### config.mk
export PLATFORM = sky130hd
export DESIGN_NAME = dms_text_to_arcseconds_core
export DESIGN_NICKNAME = d
export VERILOG_FILES = /design/src/dtac_pkg.sv /design/src/dtac_step.sv /design/src/dms_text_to_arcseconds_core.sv
export SDC_FILE = /design/constraint.sdc
export NUM_CORES = 1
export LEC_CHECK = 0
export BUFFER_PORTS_ARGS = -buffer_cell sky130_fd_sc_hd__buf_2
export CELL_PAD_IN_SITES_DETAIL_PLACEMENT = 1
export CELL_PAD_IN_SITES_GLOBAL_PLACEMENT = 1
export CORE_ASPECT_RATIO = 1.5
export CORE_MARGIN = 2
export CORE_UTILIZATION = 45
export DETAILED_ROUTE_END_ITERATION = 12
export PLACE_DENSITY = 0.84
export SLEW_MARGIN = 40
export SYNTH_ARGS = -nofsm -noshare
export SYNTH_HDL_FRONTEND = slang
export SYNTH_SLANG_ARGS = --single-unit
export TNS_END_PERCENT = 30
### constraint.sdc
create_clock -name clk -period 11.19 [get_ports clk]
set_input_delay 2.238 -clock clk [delete_from_list [all_inputs] [get_ports clk]]
set_output_delay 2.238 -clock clk [all_outputs]
set_load 0.02 [all_outputs]
### src/dtac_pkg.sv
// ----------------------------------------------------------------------------
// dtac_pkg - shared types and constants for the DMS text parser
// Phase codes, parser state, result record and ASCII codes used by the
// step logic and the top level.
// ----------------------------------------------------------------------------
package dtac_pkg;

  // Parser phase, one-hot
  typedef enum logic [4:0] {
    PH_DEG  = 5'b00001,
    PH_MIN  = 5'b00010,
    PH_SEC  = 5'b00100,
    PH_MAS  = 5'b01000,
    PH_HALT = 5'b10000
  } phase_t;

  // Field widths
  localparam int unsigned DegW    = 8;
  localparam int unsigned MinW    = 7;
  localparam int unsigned SecW    = 7;
  localparam int unsigned MasW    = 14;
  localparam int unsigned ValueW  = 21;
  localparam int unsigned StatusW = 2;
  localparam int unsigned HemiW   = 2;

  // Range limits
  localparam logic [DegW-1:0] DEG_MAX = 8'd180;
  localparam logic [MinW-1:0] MIN_MAX = 7'd59;
  localparam logic [SecW-1:0] SEC_MAX = 7'd59;
  localparam logic [MasW-1:0] MAS_MAX = 14'd9999;

  // Arcsecond weights
  localparam logic [ValueW-1:0] ASEC_PER_DEG = 21'd3600;
  localparam logic [ValueW-1:0] ASEC_PER_MIN = 21'd60;

  // Status codes
  localparam logic [StatusW-1:0] ST_OK       = 2'd0;
  localparam logic [StatusW-1:0] ST_BAD_CHAR = 2'd1;
  localparam logic [StatusW-1:0] ST_RANGE    = 2'd2;

  // Hemisphere codes
  localparam logic [HemiW-1:0] HEMI_N = 2'd0;
  localparam logic [HemiW-1:0] HEMI_S = 2'd1;
  localparam logic [HemiW-1:0] HEMI_E = 2'd2;
  localparam logic [HemiW-1:0] HEMI_W = 2'd3;

  // ASCII codes
  localparam logic [7:0] CH_HYPHEN = 8'h2D;
  localparam logic [7:0] CH_PERIOD = 8'h2E;
  localparam logic [7:0] CH_ZERO   = 8'h30;
  localparam logic [7:0] CH_NINE   = 8'h39;
  localparam logic [7:0] CH_N      = 8'h4E;
  localparam logic [7:0] CH_S      = 8'h53;
  localparam logic [7:0] CH_E      = 8'h45;
  localparam logic [7:0] CH_W      = 8'h57;

  // Parser state
  typedef struct packed {
    phase_t            phase;
    logic [DegW-1:0]   deg_acc;
    logic [MinW-1:0]   min_acc;
    logic [SecW-1:0]   sec_acc;
    logic [MasW-1:0]   mas_acc;
  } parse_state_t;

  // Result of one character
  typedef struct packed {
    logic                     valid;
    logic signed [ValueW-1:0] arcsec_value;
    logic [StatusW-1:0]       status;
    logic [HemiW-1:0]         hemisphere;
  } result_t;

  localparam parse_state_t STATE_CLEAR = '{
    phase:   PH_DEG,
    deg_acc: '0,
    min_acc: '0,
    sec_acc: '0,
    mas_acc: '0
  };

endpackage

### src/dtac_step.sv
// ----------------------------------------------------------------------------
// dtac_step - one character of the DMS parser
// Given the current parser state and one character, works out the next
// state and the result beat, if the character produces one.
// ----------------------------------------------------------------------------
module dtac_step (
  input  dtac_pkg::parse_state_t cur,
  input  logic [7:0]             ch,
  input  logic                   field_start,
  output dtac_pkg::parse_state_t nxt,
  output dtac_pkg::result_t      res
);

  dtac_pkg::parse_state_t      base;
  logic                        is_digit;
  logic                        is_hemi;
  logic [3:0]                  digit;
  logic [11:0]                 deg_sum;
  logic [10:0]                 min_sum;
  logic [10:0]                 sec_sum;
  logic [17:0]                 mas_sum;
  logic [dtac_pkg::DegW-1:0]   deg_sat;
  logic [dtac_pkg::MinW-1:0]   min_sat;
  logic [dtac_pkg::SecW-1:0]   sec_sat;
  logic [dtac_pkg::MasW-1:0]   mas_sat;
  logic [dtac_pkg::HemiW-1:0]  hemi;
  logic                        out_of_range;
  logic [dtac_pkg::ValueW-1:0] total;
  logic [dtac_pkg::ValueW-1:0] signed_total;

  // Restart on a start flag
  assign base = field_start ? dtac_pkg::STATE_CLEAR : cur;

  // Classify the character
  assign is_digit = (ch >= dtac_pkg::CH_ZERO) && (ch <= dtac_pkg::CH_NINE);
  assign digit    = 4'(ch - dtac_pkg::CH_ZERO);
  assign is_hemi  = (ch == dtac_pkg::CH_N) || (ch == dtac_pkg::CH_S) ||
                    (ch == dtac_pkg::CH_E) || (ch == dtac_pkg::CH_W);

  always_comb begin
    unique case (ch)
      dtac_pkg::CH_S: hemi = dtac_pkg::HEMI_S;
      dtac_pkg::CH_E: hemi = dtac_pkg::HEMI_E;
      dtac_pkg::CH_W: hemi = dtac_pkg::HEMI_W;
      default:        hemi = dtac_pkg::HEMI_N;
    endcase
  end

  // Decimal accumulate, saturating at all ones
  assign deg_sum = 12'(base.deg_acc) * 12'd10 + 12'(digit);
  assign min_sum = 11'(base.min_acc) * 11'd10 + 11'(digit);
  assign sec_sum = 11'(base.sec_acc) * 11'd10 + 11'(digit);
  assign mas_sum = 18'(base.mas_acc) * 18'd10 + 18'(digit);

  assign deg_sat = (deg_sum > 12'd255)    ? '1 : deg_sum[dtac_pkg::DegW-1:0];
  assign min_sat = (min_sum > 11'd127)    ? '1 : min_sum[dtac_pkg::MinW-1:0];
  assign sec_sat = (sec_sum > 11'd127)    ? '1 : sec_sum[dtac_pkg::SecW-1:0];
  assign mas_sat = (mas_sum > 18'd16383)  ? '1 : mas_sum[dtac_pkg::MasW-1:0];

  // Range check and arcsecond total
  assign out_of_range = (base.deg_acc > dtac_pkg::DEG_MAX) ||
                        (base.min_acc > dtac_pkg::MIN_MAX) ||
                        (base.sec_acc > dtac_pkg::SEC_MAX) ||
                        (base.mas_acc > dtac_pkg::MAS_MAX);

  assign total = dtac_pkg::ValueW'(base.deg_acc) * dtac_pkg::ASEC_PER_DEG +
                 dtac_pkg::ValueW'(base.min_acc) * dtac_pkg::ASEC_PER_MIN +
                 dtac_pkg::ValueW'(base.sec_acc);

  assign signed_total = ((hemi == dtac_pkg::HEMI_S) || (hemi == dtac_pkg::HEMI_W)) ?
                        (dtac_pkg::ValueW'(0) - total) : total;

  // Next state and result
  always_comb begin
    nxt              = base;
    res.valid        = 1'b0;
    res.arcsec_value = '0;
    res.status       = dtac_pkg::ST_OK;
    res.hemisphere   = dtac_pkg::HEMI_N;

    priority if (base.phase == dtac_pkg::PH_HALT) begin
      // ignore until the next start
    end else if (is_digit) begin
      unique case (base.phase)
        dtac_pkg::PH_DEG: nxt.deg_acc = deg_sat;
        dtac_pkg::PH_MIN: nxt.min_acc = min_sat;
        dtac_pkg::PH_SEC: nxt.sec_acc = sec_sat;
        dtac_pkg::PH_MAS: nxt.mas_acc = mas_sat;
        default: ;
      endcase
    end else if (ch == dtac_pkg::CH_HYPHEN && base.phase == dtac_pkg::PH_DEG) begin
      nxt.phase = dtac_pkg::PH_MIN;
    end else if (ch == dtac_pkg::CH_HYPHEN && base.phase == dtac_pkg::PH_MIN) begin
      nxt.phase = dtac_pkg::PH_SEC;
    end else if (ch == dtac_pkg::CH_PERIOD && base.phase == dtac_pkg::PH_SEC) begin
      nxt.phase = dtac_pkg::PH_MAS;
    end else if (is_hemi && base.phase == dtac_pkg::PH_MAS) begin
      nxt.phase      = dtac_pkg::PH_HALT;
      res.valid      = 1'b1;
      res.hemisphere = hemi;
      if (out_of_range) begin
        res.status = dtac_pkg::ST_RANGE;
      end else begin
        res.arcsec_value = signed_total;
      end
    end else begin
      nxt.phase  = dtac_pkg::PH_HALT;
      res.valid  = 1'b1;
      res.status = dtac_pkg::ST_BAD_CHAR;
    end
  end

endmodule

### src/dms_text_to_arcseconds_core.sv
// ----------------------------------------------------------------------------
// dms_text_to_arcseconds_core - DMS coordinate text to signed arcseconds
// Parses DDD-MM-SS.MMMMH one character per beat and returns the total.
// ----------------------------------------------------------------------------
// The block takes one character per cycle and keeps taking characters as long
// as its single output register is empty or being drained in the same cycle;
// the parser state register advances on each accepted beat, and a result is
// registered in the cycle after the hemisphere letter or the offending character.
// Set the tuser flag on the first character of each string to restart the
// parser. After any result, good or bad, characters give nothing until the
// next start. Results carry arcseconds (degrees*3600 + minutes*60 + seconds,
// negated for S and W), a status (0 ok, 1 bad character, 2 out of range) and
// the hemisphere; milliarcseconds are range-checked only.
module dms_text_to_arcseconds_core (
  input  logic        clk,
  input  logic        rst,
  // input stream
  input  logic        s_tvalid,
  output logic        s_tready,
  input  logic [7:0]  s_tdata,   // [7:0] ch
  input  logic        s_tuser,   // [0] field_start
  // result stream
  output logic        m_tvalid,
  input  logic        m_tready,
  output logic [23:0] m_tdata,   // [20:0] arcsec_value, [22:21] hemisphere, [23] zero
  output logic [1:0]  m_tuser    // [1:0] status
);

  dtac_pkg::parse_state_t st;
  dtac_pkg::parse_state_t st_next;
  dtac_pkg::result_t      res;
  logic                   accept;

  // Take a beat whenever the output register can take its result
  assign s_tready = !m_tvalid || m_tready;
  assign accept   = s_tvalid && s_tready;

  dtac_step u_step (
    .cur         (st),
    .ch          (s_tdata),
    .field_start (s_tuser),
    .nxt         (st_next),
    .res         (res)
  );

  // Hold parser state
  always_ff @(posedge clk) begin
    if (rst) begin
      st <= dtac_pkg::STATE_CLEAR;
    end else if (accept) begin
      st <= st_next;
    end
  end

  // Output register: drop on take, load on a new result
  always_ff @(posedge clk) begin
    if (rst) begin
      m_tvalid <= 1'b0;
    end else begin
      if (m_tready) begin
        m_tvalid <= 1'b0;
      end
      if (accept && res.valid) begin
        m_tvalid <= 1'b1;
      end
    end
  end

  always_ff @(posedge clk) begin
    if (accept && res.valid) begin
      m_tdata <= {1'b0, res.hemisphere, res.arcsec_value};
      m_tuser <= res.status;
    end
  end

endmodule

==> impl_metrics.json, run 1 <==
{
  "outcome": "complete, no violations",
  "p_leak_nw": 4.63,
  "rrSetupSlack_ps": 4970,
  "wire_per_inst_um": 19.1,
  "cts_sinks": 67,
  "finalWirelength_um": 24800,
  "num-nets-final": 1226,
  "gp_congestion": 0.900,
  "min_path_type": "reg -> reg",
  "cts.clk_slew.worst_paths_ps": 60,
  "clock_skew_ps": 11.5,
  "fin_cells": 1296,
  "worst_setup_path_start_kind": "input port",
  "drive_above_1_share_pct": 9.10,
  "cts_buffer_depth": 2,
  "path_buf_inv": 6,
  "cpMostUsedCell": "inv_1",
  "yosys.cell_types.count": 88,
  "grt_pass1_wl_um": 41000,
  "cts_setup_buffers": 0,
  "fp.dieW_um": 117,
  "cp-end-kind": "flip-flop",
  "cp_max_fo": 36,
  "yosys-top-cells-area": "ha_1, dfxtp_1, edfxtp_1, fa_1, xnor2_1",
  "critical_path_class": "in -> reg",
  "cts_hold_buf": 0,
  "num_io_pins": 41,
  "antenna_cells": 0,
  "setup_viol": 0,
  "yosysSeqAreaShare_pct": 18.5,
  "worstSkewPairLatency_ps": 360,
  "drt-initial-drc-count": 372,
  "vias": 7671,
  "slowest_stage": "fa_1",
  "synth_most_common_cell": "ha_1",
  "yosysWarningCount": 0,
  "grt-ovfl-total": 0,
  "synth_common_cells": "ha_1, nor2_1, inv_1",
  "syn-cell-area_um2": 8600,
  "yosys.area.top_type_share_pct": 21.4,
  "whs_ps": 454,
  "critPathRequiredTime_ps": 11260,
  "rsz0062_at_grt": "false",
  "post-place-cells": 1280,
  "hold_viol": 0,
  "synth_nets": 1203,
  "synth_area_leader_cell": "ha_1",
  "die_h_um": 173,
  "dp_hpwl_um": 20000,
  "critPathMaxStageDelay_ps": 590,
  "drc": 0,
  "synthCells": 1016,
  "vias_per_cell": 5.92,
  "antenna_left": 0,
  "nFillCells": 2298,
  "path_delay_family": "adder cells",
  "cts_tree": "done",
  "syn_to_final_growth_pct": 8.48,
  "numCtsBuffers": 9,
  "rows": 61,
  "fmaxAchievable_mhz": 117,
  "vdd_drop_max_v": 0.0000529,
  "synthArstFlopShare_pct": 0,
  "portBuffers": 39,
  "synth_edf_count": 25,
  "postSynthAreaPerCell_um2": 8.46,
  "tns_ps": 0,
  "dr.pass1.iters": 4,
  "drv_slew": 0,
  "ys.flop_type": "dfxtp_1",
  "fp.coreArea_um2": 18600,
  "layout_min_cycle_time_ps": 8560,
  "finalCritPeriodShare_pct": 76.5,
  "worstMarginPinSlew_ps": 811,
  "maxSlewHeadroom_pct": 45.9,
  "critPathArrivalTime_ps": 8640,
  "grt_max_degree": 37,
  "p_per_area_nw_per_um2": 69.7,
  "cts_resized": 0,
  "synth-seq-cells": 67,
  "die_area_um2": 20200,
  "root_buffer": "clkbuf_16",
  "grt_pass1_vias": 8287,
  "drv_cap": 0,
  "antenna_found_initial": 0,
  "finalPower_uw": 650,
  "grt_usage_pct": 25.4,
  "cts_max_level": 3,
  "initial_core_util_pct": 46.2
}
==> worst paths after layout <==
check,startpoint,to,cells after the start
setup / recovery,s_tuser,m_tdata[20]$_SDFFCE_PP0P_,25
hold / removal,st[28]$_SDFFE_PP0P_,st[28]$_SDFFE_PP0P_,2
setup reg to reg,st[23]$_SDFFE_PP0P_,m_tdata[20]$_SDFFCE_PP0P_,24
hold reg to reg,st[28]$_SDFFE_PP0P_,st[28]$_SDFFE_PP0P_,2
==> kinds of logic after synthesis <==
group / synth area share (%)
multiplexers: 0.713
AO/OA/AOI/OAI: 19.0
flip-flops: 18.5
buffers and inverters: 4.99
AND/OR/NAND/NOR: 20.7
other: 0.0436
XOR/XNOR: 8.35
adder cells (fa/ha/maj): 27.7
==> cells in the final DEF (no fill, tap or decap), drive strengths merged, types with 7 or more instances in the layout <==
cell and n:
a211oi 10, a21o 17, a21oi 74, a31oi 14, and2 10, and3 8, buf 42, clkbuf 9
dfxtp 42, edfxtp 25, fa 27, ha 147, inv 84, nand2 77, nand2b 9, nand3 14
nand4 7, nor2 86, nor2b 33, nor3 21, nor3b 8, nor4 8, nor4b 7, o211ai 8
o21a 8, o21ai 48, o21bai 9, o221ai 10, or2 9, or3 13, xnor2 48, xor2 34
==> where the power goes <==
group	switching, mW	internal [mW]	leakage [nW]	total, mW
clock	0.131	0.177	0.149	0.307
sequential	0.00328	0.260	0.590	0.264
combinational	0.0555	0.0236	3.89	0.0791
total	0.189	0.461	4.63	0.650
==> flip-flops by register name, indices dropped and copies added (netlist names) <==
name / cells
st: 41
m_tuser: 2
m_tvalid: 1
m_tdata: 23
==> worst reg2reg max path, stage by stage (launching register included) <==
cell and delay [ps]:
dfxtp_1 530, nor2b_1 460, ha_1 330, inv_1 80
fa_1 400, inv_1 100, ha_1 230, a21o_1 160
a21oi_1 240, o21bai_1 90, a21oi_1 230, o21bai_1 90
a21oi_1 210, xnor2_1 160, ha_1 260, ha_1 380
and3_1 240, a21boi_1 160, o21ai_0 130, a211oi_2 390
nand2_2 120, or3_4 350, a2111oi_4 360, or3_1 150
a21oi_1 60
==> final cells by class <==
cell class,instances,area (µm²),share of cell area [%]
inverters,81,304,3.26
multi-input cells,838,6590,70.6
repair buffers,42,218,2.33
well taps,252,315,3.38
clock inverters,7,83.8,0.899
flip-flops and latches,67,1590,17.1
clock buffers,9,225,2.41
==> per-stage QoR <==
stage | worst slack, ps | util, % | area, µm²
3_5_place_dp | 2300 | 48.4 | 9010
3_3_place_gp | 2580 | 48.4 | 9010
6_report | 2630 | 50.1 | 9330
5_1_grt | 2230 | 50.1 | 9330
4_1_cts | 2680 | 50.1 | 9320
2_1_floorplan | 3390 | - | 8600
==> layer usage <==
layer	global-route usage, %	wire (µm)	up-vias
met5	0	0	-
li1	-	-	3678
met1	26.9	9140	3794
met3	2.97	757	60
met2	49.0	13900	139
met4	10.2	996	0
No activity file was read; power rests on OpenSTA's default activity.
==> inputs of run 2 (changes only) <==
--- a/config.mk
+++ b/config.mk
@@ -5,6 +5,7 @@
 export SDC_FILE = /design/constraint.sdc
 export NUM_CORES = 1
 export LEC_CHECK = 0
+export ABC_AREA = 1
 export BUFFER_PORTS_ARGS = -buffer_cell sky130_fd_sc_hd__buf_2
 export CELL_PAD_IN_SITES_DETAIL_PLACEMENT = 1
 export CELL_PAD_IN_SITES_GLOBAL_PLACEMENT = 1
@@ -12,7 +13,7 @@
 export CORE_MARGIN = 2
 export CORE_UTILIZATION = 45
 export DETAILED_ROUTE_END_ITERATION = 12
-export PLACE_DENSITY = 0.84
+export PLACE_DENSITY = 0.88
 export SLEW_MARGIN = 40
 export SYNTH_ARGS = -nofsm -noshare
 export SYNTH_HDL_FRONTEND = slang
==> constraint.sdc (replaced) <==
create_clock -name clk -period 8.4 [get_ports clk]
set_input_delay 1.68 -clock clk [delete_from_list [all_inputs] [get_ports clk]]
set_output_delay 1.68 -clock clk [all_outputs]
set_load 0.02 [all_outputs]
==> run 2 against run 1 <==
Compared with the run above: register-to-register slack lost 2600 ps; synthesized area grew 6.5%; utilization shrank 0.28 points; highest routed layer unchanged; count of clock-buffer cells in the layout grew 3.
==> impl_metrics.json, run 2 <==
{
  "outcome": "complete, no violations",
  "dp_hpwl_um": 23200,
  "syn-cell-area_um2": 9160,
  "grt_pass1_wl_um": 46200,
  "synthCells": 1370,
  "yosysSeqAreaShare_pct": 17.4,
  "root_buffer": "clkbuf_16",
  "fp.dieW_um": 120,
  "rrSetupSlack_ps": 2360,
  "p_per_area_nw_per_um2": 104,
  "syn_to_final_growth_pct": 8.04,
  "maxSlewHeadroom_pct": 52.4,
  "antenna_found_initial": 0,
  "cts_sinks": 67,
  "cts_resized": 0,
  "vias": 9159,
  "die_h_um": 179,
  "cts.clk_slew.worst_paths_ps": 50,
  "yosysWarningCount": 0,
  "largest_reg_flops": 41,
  "hp-start": "st[21]$_SDFFE_PP0P_",
  "final_common_cell": "nand2_1",
  "hold_viol": 0,
  "grt_usage_pct": 26.8,
  "p_int_uw": 671,
  "grt_max_degree": 37,
  "slowest_stage": "fa_1",
  "clock_skew_ps": 9.01,
  "power_frac_clock_pct": 36.3,
  "cp-end-kind": "flip-flop",
  "yosys.area.top_type_share_pct": 20.1,
  "hold_depth": 2,
  "synth_area_leader_cell": "ha_1",
  "p_seq_share_pct": 35.0,
  "tns_ps": 0,
  "largest_registers": "st (41), m_tdata (23), m_tuser (2)",
  "num_io_pins": 41,
  "drc": 0,
  "synthArstFlopShare_pct": 0,
  "fmaxAchievable_mhz": 132,
  "power_switching_uw": 360,
  "cp_max_fo": 13,
  "r2r-end": "m_tdata[19]$_SDFFCE_PP0P_",
  "antenna_cells": 0,
  "wire_per_inst_um": 16.7,
  "yosys-top-cells-area": "ha_1, nand2_1, inv_1, dfxtp_1, edfxtp_1",
  "critical_path_class": "in -> reg",
  "numCtsBuffers": 9,
  "drv_cap": 0,
  "gp_congestion": 0.936,
  "cts_tree": "done",
  "cts_hold_buf": 0,
  "p_leak_nw": 5.43,
  "synth_most_common_cell": "nand2_1",
  "swShare_pct": 34.9,
  "num-nets-final": 1591,
  "finalWirelength_um": 27800,
  "final_cell_mix": "nand2_1, inv_1, ha_1",
  "initial_core_util_pct": 46.1,
  "setup_viol": 0,
  "ys.flop_type": "dfxtp_1",
  "vias_per_cell": 5.49,
  "min_path_type": "reg -> reg",
  "finalCritPeriodShare_pct": 90.0,
  "grt_pass1_vias": 10100,
  "cpMostUsedCell": "nor2_1",
  "vdd_drop_max_v": 0.000113,
  "critPathRequiredTime_ps": 8490,
  "regMostFlops": "st",
  "critPathArrivalTime_ps": 7650,
  "critPathMaxStageDelay_ps": 420,
  "drv_slew": 0,
  "worstSkewPairLatency_ps": 350,
  "synth_nets": 1557,
  "worst_setup_path_start_kind": "input port",
  "r2r_cells": 32,
  "layout_min_cycle_time_ps": 7560,
  "portBuffers": 39,
  "postSynthAreaPerCell_um2": 6.68,
  "rsz0062_at_grt": "false",
  "antenna_left": 0,
  "drive_above_1_share_pct": 7.88,
  "drt-initial-drc-count": 332,
  "yosys.cell_types.count": 49,
  "worstMarginPinSlew_ps": 714,
  "min_to": "st[21]$_SDFFE_PP0P_",
  "grt-ovfl-total": 0,
  "fp.coreArea_um2": 19900,
  "synth_edf_count": 25,
  "cts_max_level": 3,
  "cts_buffer_depth": 2,
  "combinationalPowerShare_pct": 28.6,
  "r2r-start": "st[21]$_SDFFE_PP0P_",
  "finalPower_mw": 1.03,
  "rows": 63,
  "synth-seq-cells": 67,
  "synth_common_cells": "nand2_1, inv_1, ha_1",
  "cts_setup_buffers": 0,
  "dr.pass1.iters": 4,
  "die_area_um2": 21500
}
## run 2: changes by cell type in the layout (fill, tap and decap cells not counted), sizes merged, moves of 13 or more
cell and delta:
nand2 +279, inv +159, nand3 +80, nor2 +36, nor2b -33, xnor2 -33
a21oi +30, a21o -17, nand4 +14, or3 -13
## run 2: critical path: cells and delay by family
family	cells	cell delay [ps]
AND/OR/NAND/NOR	17	2630
adder cells (fa/ha/maj)	5	1620
buffers and inverters	5	680
XOR/XNOR	1	150
AO/OA/AOI/OAI	6	910
## run 2: metal layers
layer / vias to the layer above / track usage, % / routed length (µm)
li1: 4498 / - / -
met1: 4404 / 24.5 / 9910
met2: 159 / 54.9 / 15500
met3: 98 / 2.61 / 575
met4: 0 / 16.8 / 1790
met5: - / 0 / 0
## run 2: through the flow
step	cell area (µm²)	util, %	std cells	setup slack [ps]	hold slack, ps
2_1_floorplan	9160	-	1370	1660	444
3_3_place_gp	9600	48.3	1653	1020	452
3_5_place_dp	9600	48.3	1653	651	462
4_1_cts	9890	49.8	1669	946	472
5_1_grt	9890	49.8	1669	362	482
6_report	9890	49.8	1669	844	474
## run 2: area by class of cell
class | count | area [µm²]
Clock buffer | 12 | 268
Tap cell | 260 | 325
Multi-Input combinational cell | 1040 | 6550
Fill cell | 2720 | 9970
Clock inverter | 4 | 21.3
Timing Repair Buffer | 43 | 225
Sequential cell | 67 | 1590
Inverter | 243 | 912
## run 2: cell families (layout without fill, tap and decap cells)
group,count (synthesis),count (layout),synth area share (%)
compound gates,203,203,12.0
xor+xnor,37,37,3.62
fa+ha+maj,174,174,26.0
buf+inv,263,302,11.1
flops,67,67,17.4
other cells,1,1,0.0410
simple gates,625,625,29.8
## run 2: how the worst max path moves through the flow
stage          cells past startpoint                   endpoint     from
2_1_floorplan                     30  m_tdata[20]$_SDFFCE_PP0P_  s_tuser
3_3_place_gp                      36  m_tdata[20]$_SDFFCE_PP0P_  s_tuser
3_5_place_dp                      34  m_tdata[20]$_SDFFCE_PP0P_  s_tuser
4_1_cts                           34  m_tdata[20]$_SDFFCE_PP0P_  s_tuser
5_1_grt                           36  m_tdata[20]$_SDFFCE_PP0P_  s_tuser
6_report                          34  m_tdata[19]$_SDFFCE_PP0P_  s_tuser
## run 2: power by group through the flow
| stage | Sequential, mW | Clock, mW | Combinational, mW |
|---|---|---|---|
| 2_1_floorplan | 0.375 | 0 | 0.204 |
| 3_3_place_gp | 0.367 | 0 | 0.280 |
| 3_5_place_dp | 0.368 | 0 | 0.292 |
| 4_1_cts | 0.361 | 0.375 | 0.296 |
| 5_1_grt | 0.362 | 0.390 | 0.333 |
| 6_report | 0.361 | 0.375 | 0.295 |
